**config.mk**
```make
export PLATFORM = sky130hd
export DESIGN_NAME = adjacent_duplicate_line_filter_top
export DESIGN_NICKNAME = d
export VERILOG_FILES = /design/src/rtl/adlf_pkg.sv /design/src/rtl/adjacent_duplicate_line_filter_top.sv /design/src/rtl/adlf_datapath.sv /design/src/rtl/adlf_ctrl.sv
export VERILOG_INCLUDE_DIRS = /design/src /design/src/rtl
export SDC_FILE = /design/constraint.sdc
export NUM_CORES = 1
export LEC_CHECK = 0
export CORE_ASPECT_RATIO = 0.9
export CORE_UTILIZATION = 60
export DETAILED_ROUTE_END_ITERATION = 7
export DONT_BUFFER_PORTS = 1
export PLACE_DENSITY = 0.75
export SYNTH_ARGS = -nofsm -noshare
export SYNTH_HDL_FRONTEND = slang
export SYNTH_HIERARCHICAL = 1
export SYNTH_SLANG_ARGS = --single-unit
```
**constraint.sdc**
```tcl
create_clock -name aclk -period 9.1 [get_ports aclk]
set_clock_uncertainty 0.1 [all_clocks]
set_input_delay 1.365 -clock aclk [delete_from_list [all_inputs] [get_ports aclk]]
set_output_delay 1.365 -clock aclk [all_outputs]
set_load 0.02 [all_outputs]
```
**src/rtl/adjacent_duplicate_line_filter_top_macros.svh**
```systemverilog
// Assertion macros for the adjacent duplicate line filter.
`ifndef ADJACENT_DUPLICATE_LINE_FILTER_TOP_MACROS_SVH
`define ADJACENT_DUPLICATE_LINE_FILTER_TOP_MACROS_SVH

// Same-cycle implication, checked out of reset.
`define ADLF_ASSERT_NOW(label, ante, cons, msg) \
    label: assert property (@(posedge aclk) disable iff (!aresetn) (ante) |-> (cons)) \
        else $error(msg);

// Next-cycle implication, checked out of reset.
`define ADLF_ASSERT_NEXT(label, ante, cons, msg) \
    label: assert property (@(posedge aclk) disable iff (!aresetn) (ante) |=> (cons)) \
        else $error(msg);

`endif

```
**src/rtl/adlf_pkg.sv**
```systemverilog
// Shared types and constants of the adjacent duplicate line filter.
package adlf_pkg;

    localparam logic [7:0]  NEWLINE       = 8'd10;
    localparam logic [1:0]  MODE_SHOW     = 2'd1;
    localparam logic [1:0]  MODE_ONLY_REP = 2'd2;
    localparam logic [15:0] COUNT_MAX     = 16'hFFFF;
    localparam logic        REG_MODE      = 1'b0;

    // Controller to datapath commands.
    typedef struct packed {
        logic accept;       // input request taken this cycle
        logic close_dup;    // closed line equals previous: bump count
        logic swap;         // closed line starts a new group
        logic clear;        // end of stream: drop the pending group
        logic emit_load;    // load one result into the output register
        logic rd_emit;      // next read address follows the emit index
        logic last_group;   // group being emitted is the last one for this input
    } ctl_cmd_t;

    // Datapath to controller status.
    typedef struct packed {
        logic is_nl;        // input byte is a newline
        logic is_dup;       // current line matches previous line
        logic emit_ok;      // pending group passes the mode filter
        logic emit_nl;      // emit index is on the closing newline
        logic out_free;     // output register can take a result
        logic out_valid;    // output register holds a result
        logic have_prev;
        logic count_nz;
    } dp_status_t;

endpackage

```
**src/rtl/adjacent_duplicate_line_filter_top.sv**
```systemverilog
// Top level of the adjacent duplicate line filter: APB register, controller, datapath.
//
//   channel  | direction | handshake         | payload
//   ---------+-----------+-------------------+------------------------------------------
//   s_       | in        | s_valid / s_ready | s_text_byte, s_end_of_data
//   m_       | out       | m_valid / m_ready | m_out_byte, m_repeat_count, m_show_count,
//            |           |                   | m_end_of_line, m_last
//   apb      | in        | psel / penable    | paddr, pwrite, pwdata, prdata (pready = 1)
//
// A newline or end-of-data request adds a close step after the byte is taken.
// A group flush emits one result per cycle, while m_ready allows, from the line store's
// single registered read port; at end of stream ST_FINAL comes before the final group.
// s_ready is low during close and flush; a stalled m_ready holds the flush in place.
// Reset is synchronous, active low; the line store itself is not cleared.
// The result register frees the input side while the last result waits to be taken.
module adjacent_duplicate_line_filter_top import adlf_pkg::*; #(
    parameter int LINE_BYTES = 32
) (
    input  logic        aclk,
    input  logic        aresetn,
    // input request channel
    input  logic        s_valid,
    output logic        s_ready,
    input  logic [7:0]  s_text_byte,
    input  logic        s_end_of_data,
    // result channel
    output logic        m_valid,
    input  logic        m_ready,
    output logic [7:0]  m_out_byte,
    output logic [15:0] m_repeat_count,
    output logic        m_show_count,
    output logic        m_end_of_line,
    output logic        m_last,
    // configuration
    input  logic        psel,
    input  logic        penable,
    input  logic        pwrite,
    input  logic [2:0]  paddr,
    input  logic [31:0] pwdata,
    output logic [31:0] prdata,
    output logic        pready
);

    logic [1:0] mode_reg, mode_next;
    logic       reg_hit;
    ctl_cmd_t   cmd;
    dp_status_t status;

    // Word index is paddr[2]; only the mode register exists.
    assign reg_hit = (paddr[2] == REG_MODE);

    assign mode_next = (psel && penable && pwrite && reg_hit) ? pwdata[1:0] : mode_reg;

    always_ff @(posedge aclk) begin
        if (!aresetn) begin
            mode_reg <= 2'd0;
        end else begin
            mode_reg <= mode_next;
        end
    end

    assign pready = 1'b1;
    assign prdata = reg_hit ? {30'd0, mode_reg} : 32'd0;

    adlf_ctrl u_ctrl (
        .aclk          (aclk),
        .aresetn       (aresetn),
        .mode          (mode_reg),
        .s_valid       (s_valid),
        .s_ready       (s_ready),
        .s_end_of_data (s_end_of_data),
        .status        (status),
        .cmd           (cmd)
    );

    adlf_datapath #(
        .LINE_BYTES (LINE_BYTES)
    ) u_datapath (
        .aclk           (aclk),
        .aresetn        (aresetn),
        .mode           (mode_reg),
        .cmd            (cmd),
        .status         (status),
        .s_text_byte    (s_text_byte),
        .m_valid        (m_valid),
        .m_ready        (m_ready),
        .m_out_byte     (m_out_byte),
        .m_repeat_count (m_repeat_count),
        .m_show_count   (m_show_count),
        .m_end_of_line  (m_end_of_line),
        .m_last         (m_last)
    );

endmodule

```
**src/rtl/adlf_datapath.sv**
```systemverilog
// Line store, group state and output register of the line filter.
module adlf_datapath import adlf_pkg::*; #(
    parameter int LINE_BYTES = 32
) (
    input  logic        aclk,
    input  logic        aresetn,
    input  logic [1:0]  mode,
    input  ctl_cmd_t    cmd,
    output dp_status_t  status,
    input  logic [7:0]  s_text_byte,
    output logic        m_valid,
    input  logic        m_ready,
    output logic [7:0]  m_out_byte,
    output logic [15:0] m_repeat_count,
    output logic        m_show_count,
    output logic        m_end_of_line,
    output logic        m_last
);

    localparam int LEN_W  = $clog2(LINE_BYTES);
    localparam int ADDR_W = LEN_W + 1;
    localparam logic [LEN_W-1:0] MAX_LEN = LEN_W'(LINE_BYTES - 1);

    // Two banks: address MSB is the bank, previous line lives in bank_reg.
    logic [7:0]        mem [2**ADDR_W];
    logic [7:0]        rd_q;
    logic [ADDR_W-1:0] rd_addr;

    logic              bank_reg, bank_next;
    logic [LEN_W-1:0]  prev_len_reg, prev_len_next;
    logic [LEN_W-1:0]  cur_len_reg, cur_len_next;
    logic              match_reg, match_next;
    logic [15:0]       count_reg, count_next;
    logic              have_prev_reg, have_prev_next;
    logic [LEN_W-1:0]  idx_reg, idx_next;

    logic              m_valid_reg, m_valid_next;
    logic [7:0]        out_byte_reg;
    logic [15:0]       count_out_reg;
    logic              show_reg, eol_reg, last_reg;

    logic              is_nl, do_append, emit_nl;

    assign is_nl     = (s_text_byte == NEWLINE);
    assign do_append = cmd.accept && !is_nl && (cur_len_reg != MAX_LEN);
    assign emit_nl   = (idx_reg == prev_len_reg);

    always_comb begin
        bank_next      = bank_reg;
        prev_len_next  = prev_len_reg;
        cur_len_next   = cur_len_reg;
        match_next     = match_reg;
        count_next     = count_reg;
        have_prev_next = have_prev_reg;
        idx_next       = idx_reg;
        if (do_append) begin
            cur_len_next = cur_len_reg + LEN_W'(1);
            if ((cur_len_reg >= prev_len_reg) || (rd_q != s_text_byte)) begin
                match_next = 1'b0;
            end
        end
        if (cmd.close_dup) begin
            if (count_reg != COUNT_MAX) begin
                count_next = count_reg + 16'd1;
            end
            cur_len_next = '0;
            match_next   = 1'b1;
        end
        if (cmd.swap) begin
            bank_next      = ~bank_reg;
            prev_len_next  = cur_len_reg;
            count_next     = 16'd1;
            have_prev_next = 1'b1;
            cur_len_next   = '0;
            match_next     = 1'b1;
        end
        if (cmd.clear) begin
            have_prev_next = 1'b0;
            count_next     = '0;
            prev_len_next  = '0;
            cur_len_next   = '0;
            match_next     = 1'b1;
        end
        if (cmd.emit_load) begin
            idx_next = emit_nl ? '0 : idx_reg + LEN_W'(1);
        end
    end

    // Read address tracks next-cycle state so rd_q is current every cycle.
    assign rd_addr = cmd.rd_emit ? {bank_next, idx_next} : {bank_next, cur_len_next};

    always_ff @(posedge aclk) begin
        if (do_append) begin
            mem[{~bank_reg, cur_len_reg}] <= s_text_byte;
        end
        rd_q <= mem[rd_addr];
    end

    assign m_valid_next = cmd.emit_load ? 1'b1 : (m_ready ? 1'b0 : m_valid_reg);

    always_ff @(posedge aclk) begin
        if (!aresetn) begin
            bank_reg      <= 1'b0;
            prev_len_reg  <= '0;
            cur_len_reg   <= '0;
            match_reg     <= 1'b1;
            count_reg     <= '0;
            have_prev_reg <= 1'b0;
            idx_reg       <= '0;
            m_valid_reg   <= 1'b0;
        end else begin
            bank_reg      <= bank_next;
            prev_len_reg  <= prev_len_next;
            cur_len_reg   <= cur_len_next;
            match_reg     <= match_next;
            count_reg     <= count_next;
            have_prev_reg <= have_prev_next;
            idx_reg       <= idx_next;
            m_valid_reg   <= m_valid_next;
        end
    end

    always_ff @(posedge aclk) begin
        if (cmd.emit_load) begin
            out_byte_reg  <= emit_nl ? NEWLINE : rd_q;
            count_out_reg <= count_reg;
            show_reg      <= (mode == MODE_SHOW);
            eol_reg       <= emit_nl;
            last_reg      <= emit_nl && cmd.last_group;
        end
    end

    assign status.is_nl     = is_nl;
    assign status.is_dup    = have_prev_reg && match_reg && (cur_len_reg == prev_len_reg);
    assign status.emit_ok   = have_prev_reg &&
                              !((mode == MODE_ONLY_REP) && (count_reg < 16'd2));
    assign status.emit_nl   = emit_nl;
    assign status.out_free  = !m_valid_reg || m_ready;
    assign status.out_valid = m_valid_reg;
    assign status.have_prev = have_prev_reg;
    assign status.count_nz  = (count_reg != 16'd0);

    assign m_valid        = m_valid_reg;
    assign m_out_byte     = out_byte_reg;
    assign m_repeat_count = count_out_reg;
    assign m_show_count   = show_reg;
    assign m_end_of_line  = eol_reg;
    assign m_last         = last_reg;

endmodule

```
**src/rtl/adlf_ctrl.sv**
```systemverilog
// Sequencing state machine of the line filter.
`include "adjacent_duplicate_line_filter_top_macros.svh"

module adlf_ctrl import adlf_pkg::*; (
    input  logic       aclk,
    input  logic       aresetn,
    input  logic [1:0] mode,
    input  logic       s_valid,
    output logic       s_ready,
    input  logic       s_end_of_data,
    input  dp_status_t status,
    output ctl_cmd_t   cmd
);

    typedef enum logic [1:0] {
        ST_IDLE,
        ST_CLOSE,
        ST_EMIT,
        ST_FINAL
    } state_t;

    state_t state_reg, state_next;
    logic   eod_reg, eod_next;
    logic   final_reg, final_next;

    always_comb begin
        state_next = state_reg;
        eod_next   = eod_reg;
        final_next = final_reg;
        cmd        = '0;
        unique case (state_reg)
            ST_IDLE: begin
                cmd.accept = s_valid;
                if (s_valid) begin
                    eod_next = s_end_of_data;
                    if (status.is_nl || s_end_of_data) begin
                        state_next = ST_CLOSE;
                    end
                end
            end
            ST_CLOSE: begin
                if (status.is_dup) begin
                    cmd.close_dup = 1'b1;
                    state_next    = eod_reg ? ST_FINAL : ST_IDLE;
                end else if (status.emit_ok) begin
                    cmd.rd_emit = 1'b1;
                    final_next  = 1'b0;
                    state_next  = ST_EMIT;
                end else begin
                    cmd.swap   = 1'b1;
                    state_next = eod_reg ? ST_FINAL : ST_IDLE;
                end
            end
            ST_FINAL: begin
                if (status.emit_ok) begin
                    cmd.rd_emit = 1'b1;
                    final_next  = 1'b1;
                    state_next  = ST_EMIT;
                end else begin
                    cmd.clear  = 1'b1;
                    state_next = ST_IDLE;
                end
            end
            ST_EMIT: begin
                cmd.emit_load  = status.out_free;
                cmd.rd_emit    = 1'b1;
                // A later group follows only at end of stream with a printable new line.
                cmd.last_group = final_reg || !eod_reg || (mode == MODE_ONLY_REP);
                if (status.out_free && status.emit_nl) begin
                    cmd.rd_emit = 1'b0;
                    if (final_reg) begin
                        cmd.clear  = 1'b1;
                        state_next = ST_IDLE;
                    end else begin
                        cmd.swap   = 1'b1;
                        state_next = eod_reg ? ST_FINAL : ST_IDLE;
                    end
                end
            end
            default: state_next = ST_IDLE;
        endcase
    end

    always_ff @(posedge aclk) begin
        if (!aresetn) begin
            state_reg <= ST_IDLE;
            eod_reg   <= 1'b0;
            final_reg <= 1'b0;
        end else begin
            state_reg <= state_next;
            eod_reg   <= eod_next;
            final_reg <= final_next;
        end
    end

    assign s_ready = (state_reg == ST_IDLE);

    `ADLF_ASSERT_NEXT(a_eod_closes, s_valid && s_ready && s_end_of_data, state_reg == ST_CLOSE, "end of data did not close the line")
    `ADLF_ASSERT_NEXT(a_emit_fills, (state_reg == ST_EMIT) && status.out_free, status.out_valid, "emit step left output register empty")
    `ADLF_ASSERT_NOW(a_group_count, 1'b1, status.have_prev == status.count_nz, "group count disagrees with pending group")

endmodule

```
# == Word-level counts from Yosys, hierarchy flattened ==
# Memories as Yosys holds them, arrays and structs flattened. A register that Yosys moved wholly into a read port is not among the register bits.
# Index checks and enable logic that the tools add are counted.
# word_totals
reg_bits,68
latch_bits,0
ram_bits,512
romBits,0
input_bits,51
elab_cells,123
memories,1
# memory_table
name,words,word_bits,rd,rd_ports_with_merged_regs,write_ports,line_no,text
u_datapath.mem,64,8,1,1,1,adlf_datapath.sv:25,logic [7:0] mem [2**ADDR_W];
# classes
add_sub_neg,3
multipliers,0
div,0
n_lt_le_gt_ge,2
eq_ne,17
shifts,0
n_mux,45
bitwise_logic,3
n_reduce_logical,34
# op_table
operator,count
$mux 5,7
$mux 1,23
$mux 2,10
$add 16x1->16 const B,1
$lt 16x2->1 const B,1
$ne 16x16->1 const B,1
$logic_and 1x1->1,11
$add 5x1->5 const B,2
$eq 5x5->1,2
$eq 8x4->1 const B,1
$ne 2x2->1 const B,4
$ne 8x8->1,1
$pmux 2 s4,1
$reduce_and 2->1,4
$reduce_bool 2->1,4
$eq 2x2->1 const B,3
$pmux 1 s2,3
$ge 5x5->1,1
$logic_or 1x1->1,5
$ne 5x5->1 const B,1
$eq 2x1->1 const B,2
$logic_not 1->1,4
$ne 2x1->1 const B,2
$reduce_and 4->1,1
7 further kinds,9

# == Longest topological paths before layout ==
# Gate-level depths: netlist of the first run.
# logic_depth
word_depth,10
depth_mapped,20
mapped_depth_nobuf,16

# == Hierarchy ==
# The synthesis of the first run kept the hierarchy.
# modules_own_cells
module,n_inst,cells_per_inst,area_each_um2
adlf_datapath,1,1549,23332.4
adlf_ctrl,1,53,409.1
adjacent_duplicate_line_filter_top,1,44,346.6

# == Worst setup path after synthesis of the first run ==
# OpenSTA, ideal clock, no wires.
# synth_timing
path_kind,input to register
startpoint,in m_ready
endpoint,"reg u_datapath.rd_q[0], read port of u_datapath.mem"
arrival_time_ns,4.657
required_ns,8.873
setup_slack_ns,4.216
path_stages,13
cell_sequence,nand2b_1 and2_1 buf_2 nor2b_1 nor2_1 a21bo_2 a2bb2oi_4 buf_2 clkbuf_1 mux4_2 a22oi_1 nand4_1 or3_1
# synth_rtl
item,line_no,text
"start, declared",adjacent_duplicate_line_filter_top.sv:28,"input logic m_ready,"
"end, declared",adlf_datapath.sv:26,logic [7:0] rd_q;

==> qor.yml, run 1 <==
r2r_start: "u_datapath/cur_len_reg[4]$_SDFF_PN0_"
setup_violations: 0
core_um2: 39500
antenna_found_initial: 1
die_h_um: 192
drtAntennaViolNets: 0
numCtsBuffers: 56
peakVddDrop_mv: 0.149
gr-usage-all-layers_pct: 25.6
p_sw_share_pct: 24.5
post-route-min-period_ns: 5.81
leakage_uw: 0.00864
num_rows: 69
drv_slew: 0
p_clk_share_pct: 37.2
grt_overflow: 0
cp.arrival_ns: 6.25
first_global_vias: 13000
vias: 13700
cts_tree: "built"
hp-start: "u_datapath/match_reg$_SDFFE_PP1P_"
initial_utilization_pct: 60.9
cts_buffer_depth: 3
hold_path_depth: 1
power_density_nw_per_um2: 230
drive_gt1_share_pct: 9.19
fp.dieW_um: 213
internal_power_uw: 4530
largest_reg_flops: 512
clk_latency_ns: 0.59
avgRoutedWirePerCell_um: 23.4
r2r_end: "u_datapath/rd_q[5]$_DFF_P_"
vias_per_cell: 6.24
worstSetupStartpointType: "flop"
end_kind: "flop"
relSlewSlack_pct: 31.2
numPortBuffers: 0
drc_errors: 0
area_growth_pct: 8.46
r2r_cells: 14
p_total_uw: 5990
ios: 113
worstMarginPinSlew_ns: 1.02
maxCapViolCount: 0
r2r_slack_ns: 3.29
grt_first_pass_wirelength_um: 77200
routed_wl_um: 51500
cts_sinks: 588
cts_resized: 0
worstPathRequired_ns: 9.54
synth_warnings: 6
status: "completed"
gp_congestion: 0.865
place_area_um2: 24300
syn_area_um2: 24100
p_switching_uw: 1470
setup_tns_ns: 0
n_antenna_cell: 0
synthCells: 1642
fin_hold_ws_ns: 0.384
fmax_mhz: 172
fillers: 2687
die-area_um2: 40900
post_cts_buffers: 0
setup.worst_path.class: "flop to flop"
finalHoldViolCount: 0
rsz0062_at_grt: "no"
drtIter0Drc: 1290
layout.nets: 1689
crit_path_max_fanout: 77
cts.hold.buffers_added: 0
dp_hpwl_um: 29900
grt_max_degree: 122
root_buffer: "clkbuf_16"
finalInstanceArea_um2: 26100
postSynthAreaPerCell_um2: 14.7
cts.reportedPaths.clkPinSlew_ns: 0.06
p_seq_share_pct: 50.3
finalCritPeriodShare_pct: 63.9
htreeDepth: 2
combPwrFrac_pct: 12.5
hold_path_class: "flop to flop"
hold_end: "u_datapath/match_reg$_SDFFE_PP1P_"
dr.pass1.iters: 7
-- layout by cell type, fill, tap and decap left out, types with 5 or more instances in the layout --
master and instances:
nand4_1 23, a311oi_1 30, or3_1 10, ha_1 16, clkinv_1 7, a32o_1 9
and2_1 26, a32oi_1 44, nor2_1 106, nand3b_1 5, nand2_1 263, mux2i_1 69
dfxtp_1 49, conb_1 31, nand3_1 52, xnor2_1 11, a21oi_1 11, edfxtp_1 539
or4_1 9, clkinv_2 11, a22oi_1 14, a211oi_1 28, and3_1 11, nand2b_1 9
a31oi_1 9, o21ai_0 14, and2_0 16, buf_4 8, nor2b_1 10, inv_1 18
clkbuf_1 14, xor2_1 22, clkbuf_16 58, mux4_2 32
-- critical path: stages, from the launching register on --
cell and delay, ns:
dfxtp_1 0.64, ha_1 0.22, nand2_1 0.10, nor3_1 0.47, nor2b_2 0.11, nor2b_1 0.15
o21a_1 0.42, nor4_2 0.88, a32o_4 0.67, buf_4 0.81, nand2_1 0.11, a32oi_1 0.38
nand3_1 0.20, nand4_1 0.25, or3_1 0.13
-- power groups by stage --
stage | sequential (µW) | clock [µW] | combinational (µW)
after floorplan | 3050 | 0 | 605
after global placement | 3070 | 0 | 728
after detailed placement | 3070 | 0 | 744
after CTS | 3010 | 2260 | 748
after global routing | 3010 | 2360 | 812
final | 3010 | 2230 | 752
-- stage by stage --
stage | util, % | instances | setup slack (ns)
floorplan | - | 1671 | 4.22
global placement | 61.6 | 2096 | 3.40
detailed placement | 61.6 | 2096 | 3.32
CTS | 66.0 | 2196 | 3.36
global route | 66.0 | 2196 | 2.91
finish | 66.0 | 2196 | 3.29
-- metal layers --
metal  share of wire [%]  wire length (µm)  track usage (%)  up-vias
met1                  42             21700             36.6     6849
met2                  47             24200             39.5      597
met3                 7.6              3930             4.79      100
met5                   0                 0                0        -
met4                 3.1              1590             9.19        0
li1                    -                 -                -     6150
-- final cells by class --
type                    count  area [µm²]  share of cell area [%]
clock buffers              72        1500                    5.76
clock inverters            28         250                   0.959
inverters                  18        67.6                   0.259
multi-input cells         948        6350                    24.3
flip-flops and latches    588       17200                    65.8
well taps                 532         666                    2.55
repair buffers             10         100                   0.384
-- worst max path at each step --
stage / startpoint / end / slack [ns] / cells after the start
after floorplan: m_ready / u_datapath/rd_q[0]$_DFF_P_ / 4.22 / 13
after global placement: m_ready / u_datapath/rd_q[2]$_DFF_P_ / 3.40 / 12
after detailed placement: m_ready / u_datapath/rd_q[2]$_DFF_P_ / 3.32 / 12
after CTS: u_datapath/cur_len_reg[0]$_SDFF_PN0_ / u_datapath/rd_q[4]$_DFF_P_ / 3.36 / 15
after global routing: u_datapath/cur_len_reg[0]$_SDFF_PN0_ / u_datapath/rd_q[7]$_DFF_P_ / 2.91 / 15
final: u_datapath/cur_len_reg[4]$_SDFF_PN0_ / u_datapath/rd_q[5]$_DFF_P_ / 3.29 / 14
Note: power is estimated with default switching activity, not from simulation.
==> run 2: changes to the inputs <==
--- a/config.mk
+++ b/config.mk
@@ -7,10 +7,10 @@
 export NUM_CORES = 1
 export LEC_CHECK = 0
 export CORE_ASPECT_RATIO = 0.9
-export CORE_UTILIZATION = 60
+export CORE_UTILIZATION = 57
 export DETAILED_ROUTE_END_ITERATION = 7
 export DONT_BUFFER_PORTS = 1
-export PLACE_DENSITY = 0.75
+export PLACE_DENSITY = 0.74
 export SYNTH_ARGS = -nofsm -noshare
 export SYNTH_HDL_FRONTEND = slang
 export SYNTH_HIERARCHICAL = 1
==> constraint.sdc (replaced) <==
create_clock -name aclk -period 5 [get_ports aclk]
set_clock_uncertainty 0.1 [all_clocks]
set_input_delay 0.75 -clock aclk [delete_from_list [all_inputs] [get_ports aclk]]
set_output_delay 0.75 -clock aclk [all_outputs]
set_load 0.02 [all_outputs]
==> run 2 against run 1 <==
Compared with the run above: non-clock buffer count rose by 23; worst setup slack got worse by 3.0 ns; count of clock-buffer cells in the layout fell by 3; hold slack got worse by 0.25 ns; via count rose by 0.72%; die area rose by 5.2%; cell area rose by 1.1%; critical endpoint is now u_datapath/rd_q[7]$_DFF_P_; largest power group unchanged.
==> qor.yml, run 2 (synthesized netlist as in run 1, its figures left out) <==
setup_tns_ns: 0  # unchanged
slowest_delay_ns: 0.84  # was 0.88 ns
area_growth_pct: 9.65  # was 8.46%
layout.nets: 1711  # was 1689
final_common_cell: "edfxtp_1"  # unchanged
vias_per_cell: 6.17  # was 6.24
cp_slowest_cell: "nor4_2"  # unchanged
relSlewSlack_pct: 29.9  # was 31.2%
cp.arrival_ns: 5.13  # was 6.25 ns
internal_power_uw: 8360  # was 4530 µW
crit_top_cell: "nand2_1"  # unchanged
status: "completed"  # unchanged
multiInputGateArea_um2: 6340  # was 6350 µm²
path_cells: "inv_1 > ha_1 > nand2_1 > nor3_1 > nor2b_2 > nor2b_1 > o21a_1 > nor4_2 > nand2b_1 > mux2i_1 > a31o_2 > nor2_1 > nand2_1 > a311oi_1 > or4_1 > or3_1"  # was ha_1 > nand2_1 > nor3_1 > nor2b_2 > nor2b_1 > o21a_1 > nor4_2 > a32o_4 > buf_4 > nand2_1 > a32oi_1 > nand3_1 > nand4_1 > or3_1
cts.hold.buffers_added: 0  # unchanged
antenna_found_initial: 2  # was 1
dp_hpwl_um: 31100  # was 29900 µm
post_cts_buffers: 0  # unchanged
gp_congestion: 0.888  # was 0.865
largest_reg_flops: 512  # unchanged
drc_errors: 0  # unchanged
cts_resized: 0  # unchanged
post-route-min-period_ns: 4.73  # was 5.81 ns
die-area_um2: 43000  # was 40900 µm²
first_global_vias: 13300  # was 13.0k
avgRoutedWirePerCell_um: 23.5  # was 23.4 µm
wl_met1_um: 21700  # about the same
gr-usage-all-layers_pct: 24.6  # was 25.6%
setup.worst_path.class: "flop to flop"  # unchanged
rsz0062_at_grt: "no"  # unchanged
finalHoldViolCount: 0  # unchanged
core_um2: 41800  # was 39500 µm²
maxCapViolCount: 0  # unchanged
power_density_nw_per_um2: 419  # was 230 nW/µm²
p_sw_share_pct: 24.5  # about the same
grt_first_pass_wirelength_um: 78900  # was 77200 µm
grt_overflow: 0  # unchanged
worstPathRequired_ns: 5.39  # was 9.54 ns
n_antenna_cell: 0  # unchanged
dr.pass1.iters: 6  # was 7
worstSetupStartpointType: "flop"  # unchanged
finalInstanceArea_um2: 26400  # was 26100 µm²
vias: 13800  # was 13.7k
place_area_um2: 24600  # was 24300 µm²
finalCritPeriodShare_pct: 94.7  # was 63.9%
drtAntennaViolNets: 0  # unchanged
htreeDepth: 2  # unchanged
fillers: 2991  # was 2687
peakVddDrop_mv: 0.308  # was 0.149 mV
drtIter0Drc: 1573  # was 1290
cts.reportedPaths.clkPinSlew_ns: 0.06  # about the same
p_seq_share_pct: 49.6  # was 50.3%
routed.top_layer: "met5"  # was met4
cts_tree: "built"  # unchanged
drive_gt1_share_pct: 10.4  # was 9.19%
die_h_um: 197  # was 192 µm
leakage_uw: 0.00879  # was 0.00864 µW
regArea_um2: 17200  # unchanged
numCtsBuffers: 55  # was 56
ios: 113  # unchanged
wl_met2_um: 24700  # was 24200 µm
routed_wl_um: 52400  # was 51500 µm
cts_buffer_depth: 3  # unchanged
crit_path_max_fanout: 7  # was 77
hold_path_class: "primary input to flop"  # was flop to flop
initial_utilization_pct: 57.6  # was 60.9%
cts_sinks: 588  # unchanged
drv_slew: 0  # unchanged
worstMarginPinSlew_ns: 1.04  # was 1.02 ns
end_kind: "flop"  # unchanged
p_switching_uw: 2710  # was 1470 µW
p_clk_share_pct: 37.2  # about the same
fmax_mhz: 211  # was 172 MHz
numPortBuffers: 0  # unchanged
grt_max_degree: 84  # was 122
clk_latency_ns: 0.61  # was 0.59 ns
wl_met3_um: 4620  # was 3930 µm
combPwrFrac_pct: 13.3  # was 12.5%
setup_violations: 0  # unchanged
root_buffer: "clkbuf_16"  # unchanged
fp.dieW_um: 219  # was 213 µm
final_cell_mix: "edfxtp_1 (539), nand2_1 (263), nor2_1 (106)"  # unchanged
num_rows: 71  # was 69
[run 2: through the flow]
stage	setup WS (ns)	cells	power (µW)	hold WS, ns	util, %
2_1_floorplan	0.731	1671	6660	0.326	-
3_5_place_dp	0.319	2134	7040	0.351	58.9
5_1_grt	0.00813	2234	11400	0.114	63.2
6_report	0.266	2234	11100	0.137	63.2
4_1_cts	0.321	2234	11100	0.107	63.2
3_3_place_gp	0.364	2134	7000	0.343	58.9
[run 2: worst max-delay path, delay by kind of cell, from the launching register on]
| kind | cells | cell delay, ns |
|---|---|---|
| multiplexers | 1 | 0.21 |
| flip-flops | 1 | 0.42 |
| AND/OR/NAND/NOR | 10 | 2.97 |
| adder cells (fa/ha/maj) | 1 | 0.28 |
| buffers and inverters | 1 | 0.07 |
| AO/OA/AOI/OAI | 3 | 0.56 |
[run 2: metal layers]
metal  vias to the layer above  track usage [%]
met2                       645             38.7
met4                         2             7.90
met5                         -                0
met1                      6863             34.6
met3                        93             5.11
li1                       6191                -
[run 2: worst paths after layout]
kind	startpoint	endpoint	slack (ns)	depth (start not counted)
max	u_datapath/prev_len_reg[3]$_SDFFE_PP0P_	u_datapath/rd_q[7]$_DFF_P_	0.27	16
min	s_text_byte[5]	u_datapath/mem[34][5]$_DFFE_PP_	0.14	0
max reg2reg	u_datapath/prev_len_reg[3]$_SDFFE_PP0P_	u_datapath/rd_q[7]$_DFF_P_	0.27	16
min reg2reg	u_datapath/match_reg$_SDFFE_PP1P_	u_datapath/match_reg$_SDFFE_PP1P_	0.38	1
[run 2: power by group through the flow]
stage / sequential, µW / combinational [µW] / clock (µW)
after floorplan: 5550 / 1100 / 0
after global placement: 5580 / 1420 / 0
final: 5480 / 1470 / 4110
after global routing: 5480 / 1570 / 4330
after CTS: 5480 / 1460 / 4170
after detailed placement: 5580 / 1450 / 0
[run 2: area by class of cell]
type	count	share of cell area, %
Sequential cell	588	65.1
Multi-Input combinational cell	948	24.0
Clock buffer	69	5.53
Tap cell	547	2.59
Timing Repair Buffer	33	1.32
Clock inverter	31	1.19
Inverter	18	0.256
